==> config.mk <==
export PLATFORM = sky130hd
export DESIGN_NAME = current_sense_dc_rms_averager
export DESIGN_NICKNAME = d
export VERILOG_FILES = /design/src/rtl/csa_pkg.sv /design/src/rtl/current_sense_dc_rms_averager.sv /design/src/rtl/csa_unit.sv
export VERILOG_INCLUDE_DIRS = /design/src /design/src/rtl
export SDC_FILE = /design/constraint.sdc
export NUM_CORES = 1
export LEC_CHECK = 0
export ABC_AREA = 0
export BUFFER_PORTS_ARGS = -buffer_cell sky130_fd_sc_hd__buf_2
export CORE_ASPECT_RATIO = 1.1
export CORE_UTILIZATION = 35
export DETAILED_ROUTE_END_ITERATION = 6
export PLACE_DENSITY_LB_ADDON = 0.25
export SYNTH_ARGS = -nofsm -noshare
export SYNTH_HDL_FRONTEND = slang
export SYNTH_SLANG_ARGS = --single-unit
==> constraint.sdc <==
create_clock -name clk -period 17.8 [get_ports clk]
set_input_delay 1.78 -clock clk [delete_from_list [all_inputs] [get_ports clk]]
set_output_delay 1.78 -clock clk [all_outputs]
set_load 0.05 [all_outputs]
==> src/rtl/current_sense_dc_rms_averager_defines.svh <==
// Assertion macros shared by the averager RTL.
// Each macro samples on clk and is disabled while arst_n is low.
`ifndef CURRENT_SENSE_DC_RMS_AVERAGER_DEFINES_SVH
`define CURRENT_SENSE_DC_RMS_AVERAGER_DEFINES_SVH

`ifndef NO_ASSERTIONS
`define CSA_ASSERT(label, prop, msg) \
	label: assert property (@(posedge clk) disable iff (!arst_n) prop) \
	else $error(msg);
`define CSA_ASSERT_NEXT(label, ante, cons, msg) \
	label: assert property (@(posedge clk) disable iff (!arst_n) (ante) |=> (cons)) \
	else $error(msg);
`else
`define CSA_ASSERT(label, prop, msg)
`define CSA_ASSERT_NEXT(label, ante, cons, msg)
`endif

`endif

==> src/rtl/csa_pkg.sv <==
package csa_pkg;

	// Port and field widths
	localparam int SAMPLE_W   = 12;
	localparam int VALUE_W    = 24;
	localparam int MODE_W     = 2;
	localparam int CNT_W      = 10;
	localparam int ZP_W       = 16;
	localparam int GAIN_W     = 24;
	localparam int SUM_W      = 48;
	localparam int CFG_IDX_W  = 8;
	localparam int CFG_DATA_W = 24;

	// Shared arithmetic unit widths
	localparam int NUM_W      = 53;  // division numerator / quotient
	localparam int ALU_W      = 49;  // add/subtract width, also product width
	localparam int ROOT_W     = 25;  // square root result, multiplier operand
	localparam int RAD_W      = 50;  // radicand padded to an even bit count
	localparam int SQ_REM_W   = 29;  // root remainder slice with two new bits
	localparam int SQ_W       = 32;  // squared offset
	localparam int STEP_W     = 6;
	localparam int MAG_SHIFT  = 18;
	localparam int MAG_W      = ALU_W - MAG_SHIFT;

	localparam logic [STEP_W-1:0] DIV_STEPS  = STEP_W'(NUM_W);
	localparam logic [STEP_W-1:0] ROOT_STEPS = STEP_W'(ROOT_W);
	localparam logic [STEP_W-1:0] MUL_STEPS  = STEP_W'(ROOT_W);

	localparam logic [ALU_W-1:0] ROUND_BIAS = ALU_W'(64'd1 << (MAG_SHIFT - 1));
	localparam logic [MAG_W-1:0] OUT_POS_LIM = MAG_W'(64'd8388607);
	localparam logic [MAG_W-1:0] OUT_NEG_LIM = MAG_W'(64'd8388608);
	localparam logic [ZP_W-1:0]  MEAN_MAX    = '1;

	// Mode codes
	localparam logic [MODE_W-1:0] MODE_DC     = 2'd0;
	localparam logic [MODE_W-1:0] MODE_RMS    = 2'd1;
	localparam logic [MODE_W-1:0] MODE_CAL    = 2'd2;
	localparam logic [MODE_W-1:0] MODE_DC_ALT = 2'd3;

	// Register indexes
	localparam logic [CFG_IDX_W-1:0] REG_MODE       = 8'd0;
	localparam logic [CFG_IDX_W-1:0] REG_WINDOW_LEN = 8'd1;
	localparam logic [CFG_IDX_W-1:0] REG_ZERO_POINT = 8'd2;
	localparam logic [CFG_IDX_W-1:0] REG_GAIN       = 8'd3;

	// Register reset values
	localparam logic [MODE_W-1:0] RST_MODE       = MODE_DC;
	localparam logic [CNT_W-1:0]  RST_WINDOW_LEN = 10'd100;
	localparam logic [ZP_W-1:0]   RST_ZERO_POINT = 16'd32768;
	localparam logic [GAIN_W-1:0] RST_GAIN       = 24'd432392;

	typedef enum logic [1:0] {
		OP_MUL,
		OP_DIV,
		OP_SQRT
	} csa_op_t;

	typedef struct packed {
		logic    start;
		csa_op_t op;
		logic    bias;
	} csa_req_t;

	typedef struct packed {
		logic busy;
		logic done;
	} csa_rsp_t;

	typedef enum logic [3:0] {
		ST_IDLE,
		ST_SQR,
		ST_SQW,
		ST_ACC,
		ST_DIV,
		ST_DIVW,
		ST_SQRTW,
		ST_MULW,
		ST_OUT
	} csa_state_t;

endpackage

==> src/rtl/current_sense_dc_rms_averager.sv <==
// Channel   Dir  Signals                                   Beat
// cfg       in   cfg_valid/cfg_ready cfg_index cfg_data     one register write
// in        in   in_valid/in_ready   sample                 one ADC sample
// out       out  out_valid/out_ready value saturated        one window result
//
// In dc and calibrate a sample that leaves its window open is simply added to the
// window; in rms 25 multiply steps first square its offset. A sample that closes a
// window then runs a divide, followed by a multiply in dc and a root and a multiply in rms;
// one shared add/subtract unit runs 53 divide, 25 root and 25 multiply steps.
// Reset clears the window and loads the register defaults; no clearing pass.
// A result waits in the output register; the next window end holds until it leaves.
`include "current_sense_dc_rms_averager_defines.svh"

module current_sense_dc_rms_averager import csa_pkg::*; #(
	parameter int ADC_BITS = 12
) (
	input  logic                       clk,
	input  logic                       arst_n,
	input  logic                       cfg_valid,
	output logic                       cfg_ready,
	input  logic [CFG_IDX_W-1:0]       cfg_index,
	input  logic [CFG_DATA_W-1:0]      cfg_data,
	input  logic                       in_valid,
	output logic                       in_ready,
	input  logic [SAMPLE_W-1:0]        sample,
	output logic                       out_valid,
	input  logic                       out_ready,
	output logic signed [VALUE_W-1:0]  value,
	output logic                       saturated
);

	localparam int SBITS = (ADC_BITS < SAMPLE_W) ? ADC_BITS : SAMPLE_W;
	localparam logic [SAMPLE_W-1:0] SAMPLE_MASK = SAMPLE_W'((64'd1 << SBITS) - 64'd1);

	csa_state_t           state_q;
	csa_state_t           state_d;

	logic [MODE_W-1:0]    mode_q;
	logic [CNT_W-1:0]     window_len_q;
	logic [ZP_W-1:0]      zero_point_q;
	logic [GAIN_W-1:0]    gain_q;
	logic [SUM_W-1:0]     sum_q;
	logic [CNT_W-1:0]     cnt_q;
	logic [SAMPLE_W-1:0]  samp_q;
	logic                 sat_q;
	logic                 neg_q;
	logic [VALUE_W-1:0]   val_q;
	logic                 out_valid_q;
	logic [VALUE_W-1:0]   value_q;
	logic                 sat_out_q;

	csa_req_t             req;
	csa_rsp_t             rsp;
	logic [NUM_W-1:0]     opa;
	logic [GAIN_W-1:0]    opb;
	logic [NUM_W-1:0]     result;

	logic                 is_rms;
	logic                 is_cal;
	logic [CNT_W-1:0]     n_w;
	logic [CNT_W-1:0]     half_n;
	logic [ZP_W-1:0]      sq4;
	logic [ZP_W-1:0]      d_mag;
	logic [CNT_W-1:0]     cnt_inc;
	logic                 win_end;
	logic [SUM_W-1:0]     addend;
	logic [NUM_W-1:0]     numer;
	logic                 mean_sat;
	logic [ZP_W-1:0]      mean;
	logic                 mean_below;
	logic [ZP_W-1:0]      diff_mag;
	logic [MAG_W-1:0]     mag;
	logic [MAG_W-1:0]     lim;
	logic                 clip;
	logic [MAG_W-1:0]     mag_c;
	logic [VALUE_W-1:0]   mag24;
	logic [VALUE_W-1:0]   val_signed;
	logic                 accept;
	logic                 out_free;
	logic                 load_out;

	// Decode the mode; the spare code runs as dc
	always_comb begin
		is_rms = 1'b0;
		is_cal = 1'b0;
		case (mode_q) inside
			MODE_RMS:             is_rms = 1'b1;
			MODE_CAL:             is_cal = 1'b1;
			MODE_DC, MODE_DC_ALT: is_rms = 1'b0;
			default:              is_rms = 1'b0;
		endcase
	end

	// Window length and end of window
	assign n_w     = (window_len_q == '0) ? CNT_W'(1) : window_len_q;
	assign half_n  = n_w >> 1;
	assign cnt_inc = cnt_q + CNT_W'(1);
	assign win_end = (cnt_inc >= n_w) || (cnt_inc == '0);

	// Offset of the sample from the zero point, Q4 counts
	assign sq4   = {samp_q, 4'b0000};
	assign d_mag = (sq4 >= zero_point_q) ? (sq4 - zero_point_q) : (zero_point_q - sq4);

	assign addend = is_rms ? SUM_W'(result[SQ_W-1:0]) : SUM_W'(samp_q);
	assign numer  = is_rms ? (NUM_W'(sum_q) + NUM_W'(half_n))
	                       : (NUM_W'({sum_q, 4'b0000}) + NUM_W'(half_n));

	// Window mean, clipped to 16 bits
	assign mean_sat   = |result[NUM_W-1:ZP_W];
	assign mean       = mean_sat ? MEAN_MAX : result[ZP_W-1:0];
	assign mean_below = mean < zero_point_q;
	assign diff_mag   = mean_below ? (zero_point_q - mean) : (mean - zero_point_q);

	// Scaled magnitude, clip and sign
	assign mag        = result[ALU_W-1:MAG_SHIFT];
	assign lim        = neg_q ? OUT_NEG_LIM : OUT_POS_LIM;
	assign clip       = mag > lim;
	assign mag_c      = clip ? lim : mag;
	assign mag24      = mag_c[VALUE_W-1:0];
	assign val_signed = neg_q ? VALUE_W'(~mag24 + VALUE_W'(1)) : mag24;

	assign accept   = in_valid && in_ready;
	assign out_free = !out_valid_q || out_ready;
	assign load_out = (state_q == ST_OUT) && out_free;

	// Sequencer: next state and unit requests
	always_comb begin
		state_d   = state_q;
		req       = '0;
		opa       = '0;
		opb       = '0;
		in_ready  = (state_q == ST_IDLE);
		unique case (state_q)
			ST_IDLE: begin
				if (in_valid) begin
					state_d = is_rms ? ST_SQR : ST_ACC;
				end
			end
			ST_SQR: begin
				req.start = 1'b1;
				req.op    = OP_MUL;
				opa       = NUM_W'(d_mag);
				opb       = GAIN_W'(d_mag);
				state_d   = ST_SQW;
			end
			ST_SQW: begin
				if (rsp.done) begin
					state_d = ST_ACC;
				end
			end
			ST_ACC: begin
				state_d = win_end ? ST_DIV : ST_IDLE;
			end
			ST_DIV: begin
				req.start = 1'b1;
				req.op    = OP_DIV;
				opa       = numer;
				opb       = GAIN_W'(n_w);
				state_d   = ST_DIVW;
			end
			ST_DIVW: begin
				if (rsp.done) begin
					if (is_rms) begin
						req.start = 1'b1;
						req.op    = OP_SQRT;
						opa       = NUM_W'(result[ALU_W-1:0]);
						state_d   = ST_SQRTW;
					end else if (is_cal) begin
						state_d = ST_OUT;
					end else begin
						req.start = 1'b1;
						req.op    = OP_MUL;
						req.bias  = 1'b1;
						opa       = NUM_W'(diff_mag);
						opb       = gain_q;
						state_d   = ST_MULW;
					end
				end
			end
			ST_SQRTW: begin
				if (rsp.done) begin
					req.start = 1'b1;
					req.op    = OP_MUL;
					req.bias  = 1'b1;
					opa       = result;
					opb       = gain_q;
					state_d   = ST_MULW;
				end
			end
			ST_MULW: begin
				if (rsp.done) begin
					state_d = ST_OUT;
				end
			end
			ST_OUT: begin
				if (out_free) begin
					state_d = ST_IDLE;
				end
			end
			default: begin
				state_d = ST_IDLE;
			end
		endcase
	end

	always_ff @(posedge clk or negedge arst_n) begin
		if (!arst_n) begin
			state_q <= ST_IDLE;
		end else begin
			state_q <= state_d;
		end
	end

	// Registers, window accumulator and output valid
	always_ff @(posedge clk or negedge arst_n) begin
		if (!arst_n) begin
			mode_q       <= RST_MODE;
			window_len_q <= RST_WINDOW_LEN;
			zero_point_q <= RST_ZERO_POINT;
			gain_q       <= RST_GAIN;
			sum_q        <= '0;
			cnt_q        <= '0;
			out_valid_q  <= 1'b0;
		end else begin
			if (cfg_valid && cfg_ready) begin
				unique case (cfg_index)
					REG_MODE:       mode_q       <= cfg_data[MODE_W-1:0];
					REG_WINDOW_LEN: window_len_q <= cfg_data[CNT_W-1:0];
					REG_ZERO_POINT: zero_point_q <= cfg_data[ZP_W-1:0];
					REG_GAIN:       gain_q       <= cfg_data[GAIN_W-1:0];
					default: begin
					end
				endcase
			end
			if (state_q == ST_ACC) begin
				sum_q <= sum_q + addend;
				cnt_q <= win_end ? '0 : cnt_inc;
			end
			if (state_q == ST_DIV) begin
				sum_q <= '0;
			end
			if (load_out) begin
				out_valid_q <= 1'b1;
			end else if (out_ready) begin
				out_valid_q <= 1'b0;
			end
		end
	end

	// Payload: hold the sample, build the result, load the output stage
	always_ff @(posedge clk) begin
		if (accept) begin
			samp_q <= sample & SAMPLE_MASK;
		end
		if (state_q == ST_DIVW && rsp.done && !is_rms) begin
			sat_q <= mean_sat;
			neg_q <= mean_below;
			val_q <= VALUE_W'(mean);
		end
		if (state_q == ST_SQRTW && rsp.done) begin
			sat_q <= 1'b0;
			neg_q <= 1'b0;
		end
		if (state_q == ST_MULW && rsp.done) begin
			val_q <= val_signed;
			sat_q <= sat_q | clip;
		end
		if (load_out) begin
			value_q   <= val_q;
			sat_out_q <= sat_q;
		end
	end

	csa_unit u_unit (
		.clk    (clk),
		.arst_n (arst_n),
		.req    (req),
		.opa    (opa),
		.opb    (opb),
		.rsp    (rsp),
		.result (result)
	);

	assign cfg_ready = 1'b1;
	assign out_valid = out_valid_q;
	assign value     = value_q;
	assign saturated = sat_out_q;

	`CSA_ASSERT(a_out_from_emit, $rose(out_valid_q) |-> $past(state_q == ST_OUT), "result appeared outside emit")
	`CSA_ASSERT(a_window_cleared, $rose(out_valid_q) |-> (cnt_q == '0 && sum_q == '0), "window not cleared after result")
	`CSA_ASSERT(a_cal_clip, (out_valid_q && sat_out_q && is_cal) |-> (value_q == VALUE_W'(MEAN_MAX)), "clipped calibrate mean wrong")
	`CSA_ASSERT(a_wait_busy, (state_q == ST_MULW && !rsp.done) |-> rsp.busy, "waiting on an idle unit")

endmodule

==> src/rtl/csa_unit.sv <==
`include "current_sense_dc_rms_averager_defines.svh"

module csa_unit import csa_pkg::*; (
	input  logic              clk,
	input  logic              arst_n,
	input  csa_req_t          req,
	input  logic [NUM_W-1:0]  opa,
	input  logic [GAIN_W-1:0] opb,
	output csa_rsp_t          rsp,
	output logic [NUM_W-1:0]  result
);

	logic                busy_q;
	logic                done_q;
	csa_op_t             op_q;
	logic [STEP_W-1:0]   cnt_q;
	logic [STEP_W-1:0]   load_steps;
	logic [ALU_W-1:0]    acc_q;
	logic [NUM_W-1:0]    wrk_q;
	logic [ALU_W-1:0]    aux_q;
	logic                load;

	logic [ALU_W-1:0]    alu_x;
	logic [ALU_W-1:0]    alu_y;
	logic                alu_sub;
	logic [ALU_W-1:0]    alu_sum;
	logic                alu_co;

	logic [ROOT_W-1:0]   root;
	logic                round_up;
	logic [ROOT_W-1:0]   root_rnd;

	assign load = req.start && !busy_q;

	// Step count per operation
	always_comb begin
		unique case (req.op)
			OP_DIV:  load_steps = DIV_STEPS;
			OP_SQRT: load_steps = ROOT_STEPS;
			default: load_steps = MUL_STEPS;
		endcase
	end

	// Shared add/subtract: operands chosen by the running operation
	always_comb begin
		alu_x   = '0;
		alu_y   = '0;
		alu_sub = 1'b0;
		unique case (op_q)
			OP_MUL: begin
				alu_x = acc_q;
				alu_y = aux_q;
			end
			OP_DIV: begin
				alu_x   = ALU_W'({acc_q[CNT_W-1:0], wrk_q[NUM_W-1]});
				alu_y   = ALU_W'(aux_q[CNT_W-1:0]);
				alu_sub = 1'b1;
			end
			OP_SQRT: begin
				alu_x   = ALU_W'({acc_q[SQ_REM_W-3:0], wrk_q[RAD_W-1 -: 2]});
				alu_y   = ALU_W'({aux_q[ROOT_W-1:0], 2'b01});
				alu_sub = 1'b1;
			end
			default: begin
				alu_x = '0;
			end
		endcase
		{alu_co, alu_sum} = {1'b0, alu_x} + {1'b0, (alu_sub ? ~alu_y : alu_y)}
			+ (ALU_W + 1)'(alu_sub);
	end

	// Sequencer: load, count steps, flag completion
	always_ff @(posedge clk or negedge arst_n) begin
		if (!arst_n) begin
			busy_q <= 1'b0;
			done_q <= 1'b0;
			op_q   <= OP_MUL;
			cnt_q  <= '0;
		end else begin
			done_q <= 1'b0;
			if (load) begin
				busy_q <= 1'b1;
				op_q   <= req.op;
				cnt_q  <= load_steps;
			end else if (busy_q) begin
				cnt_q <= cnt_q - STEP_W'(1);
				if (cnt_q == STEP_W'(1)) begin
					busy_q <= 1'b0;
					done_q <= 1'b1;
				end
			end
		end
	end

	// Working registers: one multiply, divide or root step per cycle
	always_ff @(posedge clk) begin
		if (load) begin
			unique case (req.op)
				OP_DIV: begin
					acc_q <= '0;
					wrk_q <= opa;
					aux_q <= ALU_W'(opb[CNT_W-1:0]);
				end
				OP_SQRT: begin
					acc_q <= '0;
					wrk_q <= opa;
					aux_q <= '0;
				end
				default: begin
					acc_q <= req.bias ? ROUND_BIAS : '0;
					wrk_q <= opa;
					aux_q <= ALU_W'(opb);
				end
			endcase
		end else if (busy_q) begin
			unique case (op_q)
				OP_DIV: begin
					acc_q <= alu_co ? alu_sum : alu_x;
					wrk_q <= {wrk_q[NUM_W-2:0], alu_co};
				end
				OP_SQRT: begin
					acc_q <= alu_co ? alu_sum : alu_x;
					aux_q <= {aux_q[ALU_W-2:0], alu_co};
					wrk_q <= {wrk_q[NUM_W-3:0], 2'b00};
				end
				default: begin
					if (wrk_q[0]) begin
						acc_q <= alu_sum;
					end
					wrk_q <= {1'b0, wrk_q[NUM_W-1:1]};
					aux_q <= {aux_q[ALU_W-2:0], 1'b0};
				end
			endcase
		end
	end

	// Round the root up when the remainder exceeds it
	assign root     = aux_q[ROOT_W-1:0];
	assign round_up = acc_q > ALU_W'(root);
	assign root_rnd = root + ROOT_W'(round_up);

	always_comb begin
		unique case (op_q)
			OP_DIV:  result = wrk_q;
			OP_SQRT: result = NUM_W'(root_rnd);
			default: result = NUM_W'(acc_q);
		endcase
	end

	assign rsp.busy = busy_q;
	assign rsp.done = done_q;

	`CSA_ASSERT(a_start_idle, req.start |-> !busy_q, "unit started while busy")
	`CSA_ASSERT_NEXT(a_start_busy, req.start, busy_q, "unit did not go busy on start")
	`CSA_ASSERT(a_div_rem, (done_q && op_q == OP_DIV) |-> (acc_q[CNT_W-1:0] < aux_q[CNT_W-1:0]), "division remainder not below divisor")
	`CSA_ASSERT(a_root_rem, (done_q && op_q == OP_SQRT) |-> (acc_q <= (aux_q << 1)), "root remainder out of range")

endmodule

==> results_dict.tcl, run 1 <==
set metrics [dict create \
    status "completed" \
    postSynthAreaPerCell_um2 8.39 \
    drv_slew 0 \
    top_layer "met5" \
    ant_nets 0 \
    rows 112 \
    worst_pin_slew_ns 1.09 \
    p_leak_nw 13.1 \
    r2r_end "u_unit.wrk_q[11]$_DFFE_PP_" \
    totalPowerFinal_mw 6.56 \
    cp-startpoint "u_unit.aux_q[1]$_DFFE_PP_" \
    synth_nets 3842 \
    cts.clk_slew.worst_paths_ns 0.06 \
    port_buffers 75 \
    met3WireLength_mm 6.54 \
    wire_per_inst_um 23.5 \
    slew_headroom 0.272 \
    root_buffer "clkbuf_16" \
    whs_path_depth 0 \
    cts_inserted_buffers 42 \
    combPwrFrac 0.600 \
    slowest_stage "nor3_4" \
    syn_to_final_growth_pct 9.40 \
    reg2reg_depth 33 \
    cp.required_ns 18.18 \
    finalNetCount 3767 \
    drc_errors 0 \
    rsz0062_at_grt "no" \
    cts_sinks 339 \
    wl_met1_mm 48.1 \
    vias 27500 \
    hold_buffers 0 \
    gp_congestion 0.996 \
    first_pass_iters 6 \
    p_sw_mw 3.15 \
    route.met2.wl_mm 50.1 \
    setup_viol 0 \
    drive_gt1_frac 0.0884 \
    end_kind "flop" \
    routed_wl_mm 110 \
    fillCellCount 8740 \
    final_util 0.387 \
    cts_tree "built" \
    setup.worst_path.class "reg2reg" \
    drv_cap 0 \
    irDropWorstVdd_uv 80.0 \
    powerDensity_mw_per_mm2 200 \
    synth_area_mm2 0.0300 \
    cts_resized 0 \
    grt_max_degree 85 \
    fin_crit_sh 0.522 \
    die_w_um 281 \
    die-area_mm2 0.0868 \
    min_from "val_q[7]$_DFFE_PP_" \
    ys_warn_count 0 \
    ys_ff_latch 339 \
    cp-start-kind "flop" \
    period_minus_slack_ns 9.29 \
    placed_cell_area_mm2 0.0312 \
    clockBufferDepth 3 \
    ys_async_sr_fraction 0.369 \
    tns_ns 0 \
    max_freq_mhz 108 \
    endpoint "u_unit.wrk_q[11]$_DFFE_PP_" \
    rr_startpoint "u_unit.aux_q[1]$_DFFE_PP_" \
    hp-class "reg2reg" \
    htreeDepth 2 \
    seqPwrFrac 0.253 \
    slowest_delay_ns 0.83 \
    clkPwrFrac 0.146 \
    core_area_mm2 0.0848 \
    critPathArrivalTime_ns 9.67 \
    grt_pass1_vias 25800 \
    grt_pass1_wl_mm 164 \
    first_iter_violations 2483 \
    synth.distinct_cells 103 \
    intPower_mw 3.41 \
    synth_edf_count 213 \
    fin_skew_ns 0.0430 \
    die_h_um 309 \
    synthCells 3572 \
    overflow 0 \
    start_util 0.353 \
    path_max_fanout 21 \
    ys_seq_area_frac 0.319 \
    final-hold-violation-count 0 \
    grt_antenna_before_repair 2 \
    swShare 0.480 \
    insertion_delay_ns 0.63 \
    via_per_inst 5.88 \
    synth-main-ff-cell "edfxtp_1" \
    post_cts_buffers 0 \
    worst-r2r-setup-slack_ns 8.51 \
    ioPinCount 77 \
    grt_use_total 0.247 \
    final_cell_area_mm2 0.0328 \
    dp_hpwl_mm 82.7 \
]
-- kinds of logic after synthesis --
logic type	synth area share
AND/OR/NAND/NOR	0.192
AO/OA/AOI/OAI	0.239
buffers and inverters	0.0495
flip-flops	0.319
XOR/XNOR	0.0816
adder cells (fa/ha/maj)	0.0941
multiplexers	0.0245
other	0.000125
-- per-stage QoR --
| step | setup WS (ns) | hold WS (ns) | std cells |
|---|---|---|---|
| 4_1_cts | 8.58 | 0.424 | 4671 |
| 2_1_floorplan | 10.27 | 0.400 | 3572 |
| 3_5_place_dp | 8.57 | 0.410 | 4593 |
| 5_1_grt | 7.99 | 0.436 | 4671 |
| 6_report | 8.51 | 0.422 | 4672 |
| 3_3_place_gp | 8.48 | 0.403 | 4593 |
-- synthesized netlist by cell type (22+ instances only) --
cell type  count  area share
nand2_1      356       0.045
nor2_1       321       0.040
a21oi_1      291       0.049
o21ai_0      230       0.038
ha_1         214       0.089
edfxtp_1     213        0.21
clkbuf_1     196       0.025
xnor2_1      178       0.052
inv_1        149       0.019
dfrtp_1      114       0.095
nand3_1      105       0.018
xor2_1       101       0.030
a21o_1        71       0.018
nor3_1        63       0.011
a221oi_1      58       0.017
and3_1        54       0.011
mux2_2        51       0.019
nor2b_1       51       0.011
a211oi_1      47       0.012
and2_1        43      0.0090
a22oi_1       40       0.010
nand4_1       39      0.0081
nor4_1        33      0.0069
o21a_1        33      0.0083
a221o_1       32       0.011
or3_1         32      0.0067
a31oi_1       30      0.0063
nand2b_1      29      0.0061
a22o_1        28      0.0082
a222oi_1      27      0.0090
o22ai_1       27      0.0056
o211ai_1      22      0.0055
-- how the worst min path moves through the flow --
stage / end / slack (ns)
final: value[7]$_DFFE_PP_ / 0.42
after global routing: value[4]$_DFFE_PP_ / 0.44
after CTS: value[7]$_DFFE_PP_ / 0.42
after detailed placement: value[7]$_DFFE_PP_ / 0.41
after global placement: value[6]$_DFFE_PP_ / 0.40
after floorplan: value[0]$_DFFE_PP_ / 0.40
-- area by class of cell --
class / count / area (um2) / share of cell area
multi-input cells: 2848 / 19000 / 0.580
clock buffers: 52 / 1180 / 0.0361
flip-flops and latches: 339 / 9560 / 0.292
clock inverters: 26 / 365 / 0.0111
repair buffers: 113 / 667 / 0.0203
well taps: 1140 / 1430 / 0.0435
inverters: 153 / 574 / 0.0175
diodes: 1 / 2.50 / 0.0000764
-- power by group through the flow --
| stage | Combinational (mW) | Sequential [mW] | Clock [mW] |
|---|---|---|---|
| finish | 3.94 | 1.66 | 0.961 |
| detailed placement | 3.85 | 1.66 | 0 |
| CTS | 3.90 | 1.65 | 0.980 |
| floorplan | 3.00 | 1.48 | 0 |
| global route | 4.36 | 1.69 | 1.00 |
| global placement | 3.87 | 1.66 | 0 |
-- registers in the layout, summed over array words and instances, names as in the netlist, 12 cells and up --
register	count
u_unit.aux_q	49
u_unit.wrk_q	53
sum_q	48
gain_q	24
value	24
samp_q	12
zero_point_q	16
val_q	24
u_unit.acc_q	49
-- layout by cell type (no fill, tap or decap), types with 74 or more instances in the layout --
cell / instances
o21ai_0: 229
buf_2: 74
a21oi_1: 290
xor2_1: 101
nand3_1: 105
ha_1: 210
nor2_1: 317
edfxtp_1: 213
nand2_1: 354
inv_1: 147
dfrtp_1: 114
xnor2_1: 178
-- routing by layer --
metal | track usage | vias up
met4 | 0.103 | 4
met1 | 0.334 | 13300
met2 | 0.393 | 915
li1 | - | 13000
met5 | 0 | -
met3 | 0.0319 | 177
-- critical path, delay by kind of cell (launching register included) --
| kind | cells | cell delay (ns) |
|---|---|---|
| xor gates and xnor gates | 2 | 0.20 |
| DFF | 1 | 0.45 |
| AOI/OAI and AO/OA | 14 | 3.48 |
| adders and majority gates | 4 | 1.40 |
| and+or+nand+nor | 11 | 3.10 |
| buffers and inverters | 2 | 0.41 |
Power figures use the tool's default switching activity.
==> run 2: changes to the inputs <==
- clock period: 17.8 -> 8.15 ns (I/O delays scaled with it)
==> results_dict.tcl, run 2 (synthesized netlist as in run 1, its figures left out) <==
set metrics [dict create \
    overflow 0 \
    regMostFlops "u_unit.wrk_q" \
    final_common_cell "nand2_1" \
    fin_hold_ws_ns 0.235 \
    ioPinCount 77 \
    rsz0062_at_grt "no" \
    grt_pass1_vias 26500 \
    cts.clk_slew.worst_paths_ns 0.07 \
    max_freq_mhz 130 \
    final_cell_area_mm2 0.0334 \
    cp.required_ns 8.50 \
    cp-start-kind "flop" \
    cts_tree "built" \
    final_cell_mix "nand2_1 (354), nor2_1 (317), a21oi_1 (289)" \
    port_buffers 75 \
    drive_gt1_frac 0.110 \
    fin_skew_ns 0.0385 \
    tns_ns 0 \
    routed_wl_mm 111 \
    end_kind "flop" \
    slew_headroom 0.276 \
    final-hold-violation-count 0 \
    drv_cap 0 \
    setup.worst_path.class "reg2reg" \
    placed_cell_area_mm2 0.0319 \
    top_regs "u_unit.wrk_q: 53 flops, u_unit.acc_q: 49 flops, u_unit.aux_q: 49 flops" \
    vias 27900 \
    dp_hpwl_mm 84.4 \
    violations "DRC" \
    p_leak_nw 13.5 \
    die-area_mm2 0.0868 \
    root_buffer "clkbuf_16" \
    slowest_delay_ns 0.47 \
    cp-startpoint "u_unit.acc_q[6]$_SDFFCE_PP0P_" \
    die_h_um 309 \
    grt_max_degree 102 \
    start_util 0.353 \
    largest_reg_flops 53 \
    worst-path-buf-inv 4 \
    hp-class "in2async" \
    via_per_inst 5.85 \
    path_max_fanout 11 \
    hold_buffers 0 \
    grt_antenna_before_repair 2 \
    worst_pin_slew_ns 1.08 \
    clockBufferDepth 3 \
    cts_inserted_buffers 44 \
    status "complete, but fails checks" \
    first_pass_iters 7 \
    n_antenna_cell 0 \
    totalPowerFinal_mw 14.5 \
    htreeDepth 2 \
    crit_top_cell "ha_1" \
    finalNetCount 3855 \
    core_area_mm2 0.0848 \
    irDropWorstVdd_uv 233 \
    powerDensity_mw_per_mm2 434 \
    critPathTopFamily "simple AND/OR/NAND/NOR gates" \
    fin_crit_sh 0.944 \
    critPathArrivalTime_ns 8.05 \
    setup_viol 0 \
    cts_sinks 339 \
    grt_pass1_wl_mm 167 \
    slowest_stage "or4_1" \
    drv_slew 0 \
    rows 112 \
    grt_use_total 0.250 \
    drc_errors 3 \
    wire_per_inst_um 23.3 \
    gp_congestion 0.981 \
    period_minus_slack_ns 7.70 \
    rr_startpoint "u_unit.acc_q[6]$_SDFFCE_PP0P_" \
    ant_nets 0 \
    syn_to_final_growth_pct 11.5 \
    die_w_um 281 \
    first_iter_violations 2549 \
    insertion_delay_ns 0.62 \
]
## run 2: cell types whose count changed in the layout (fill, tap and decap cells not counted), moves of 2 or more
| cell | before | now |
|---|---|---|
| clkbuf_1 | 4 | 10 |
| buf_12 | 0 | 2 |
| buf_4 | 38 | 122 |
| clkinv_1 | 1 | 5 |
| bufinv_16 | 6 | 4 |
| clkinvlp_4 | 3 | 5 |
| clkinv_4 | 7 | 1 |
## run 2: worst register-to-register path, delay by kind of cell, from the launching register on
| kind | cells | cell delay [ns] |
|---|---|---|
| AND/OR/NAND/NOR | 13 | 2.70 |
| AO/OA/AOI/OAI | 12 | 2.63 |
| adder cells (fa/ha/maj) | 4 | 1.06 |
| buffers and inverters | 4 | 0.63 |
| flip-flops | 1 | 0.45 |
## run 2: where the power goes
| group | internal [mW] | leakage [nW] | total [mW] | switching, mW |
|---|---|---|---|---|
| clock network | 1.19 | 0.710 | 2.04 | 0.854 |
| logic | 3.55 | 8.97 | 8.91 | 5.37 |
| registers | 2.81 | 3.83 | 3.54 | 0.732 |
## run 2: final timing paths
check	cells past startpoint	end	slack, ns
hold / removal	1	u_unit.op_q[0]$_DFFE_PN0P_	0.24
setup reg to reg	33	u_unit.wrk_q[13]$_DFFE_PP_	0.45
max in group asynchronous	2	sum_q[41]$_DFFE_PN0P_	6.57
hold reg to reg	0	value[9]$_DFFE_PP_	0.41
min in group clk	1	samp_q[9]$_DFFE_PP_	0.38
setup / recovery	33	u_unit.wrk_q[13]$_DFFE_PP_	0.45
## run 2: cell type report
class	count	area, um2
tap	1140	1430
inverter	153	574
multi-input combinational	2848	19000
sequential	339	9560
clock buffer	58	1220
clock inverter	24	265
fill	8630	51400
timing repair buffer	199	1340
## run 2: per-layer routing
layer / wire length, um / vias to the layer above / track usage / share of wire
li1: - / 13200 / - / -
met1: 48800 / 13500 / 0.339 / 0.44
met2: 49900 / 978 / 0.396 / 0.45
met3: 6530 / 192 / 0.0289 / 0.059
met4: 5500 / 4 / 0.119 / 0.050
met5: 28 / - / 0 / 0.00025
## run 2: timing repair
action,in CTS,in global routing
setup endpoints to repair,0,16
gates resized for setup,0,7
setup buffers,0,3
## run 2: stage by stage
stage / utilization / setup slack, ns / cells
6_report: 0.394 / 0.453 / 4761
5_1_grt: 0.394 / 0.0193 / 4761
4_1_cts: 0.393 / 0.350 / 4758
3_5_place_dp: 0.376 / 0.416 / 4676
3_3_place_gp: 0.376 / 0.346 / 4676
2_1_floorplan: - / 0.621 / 3572
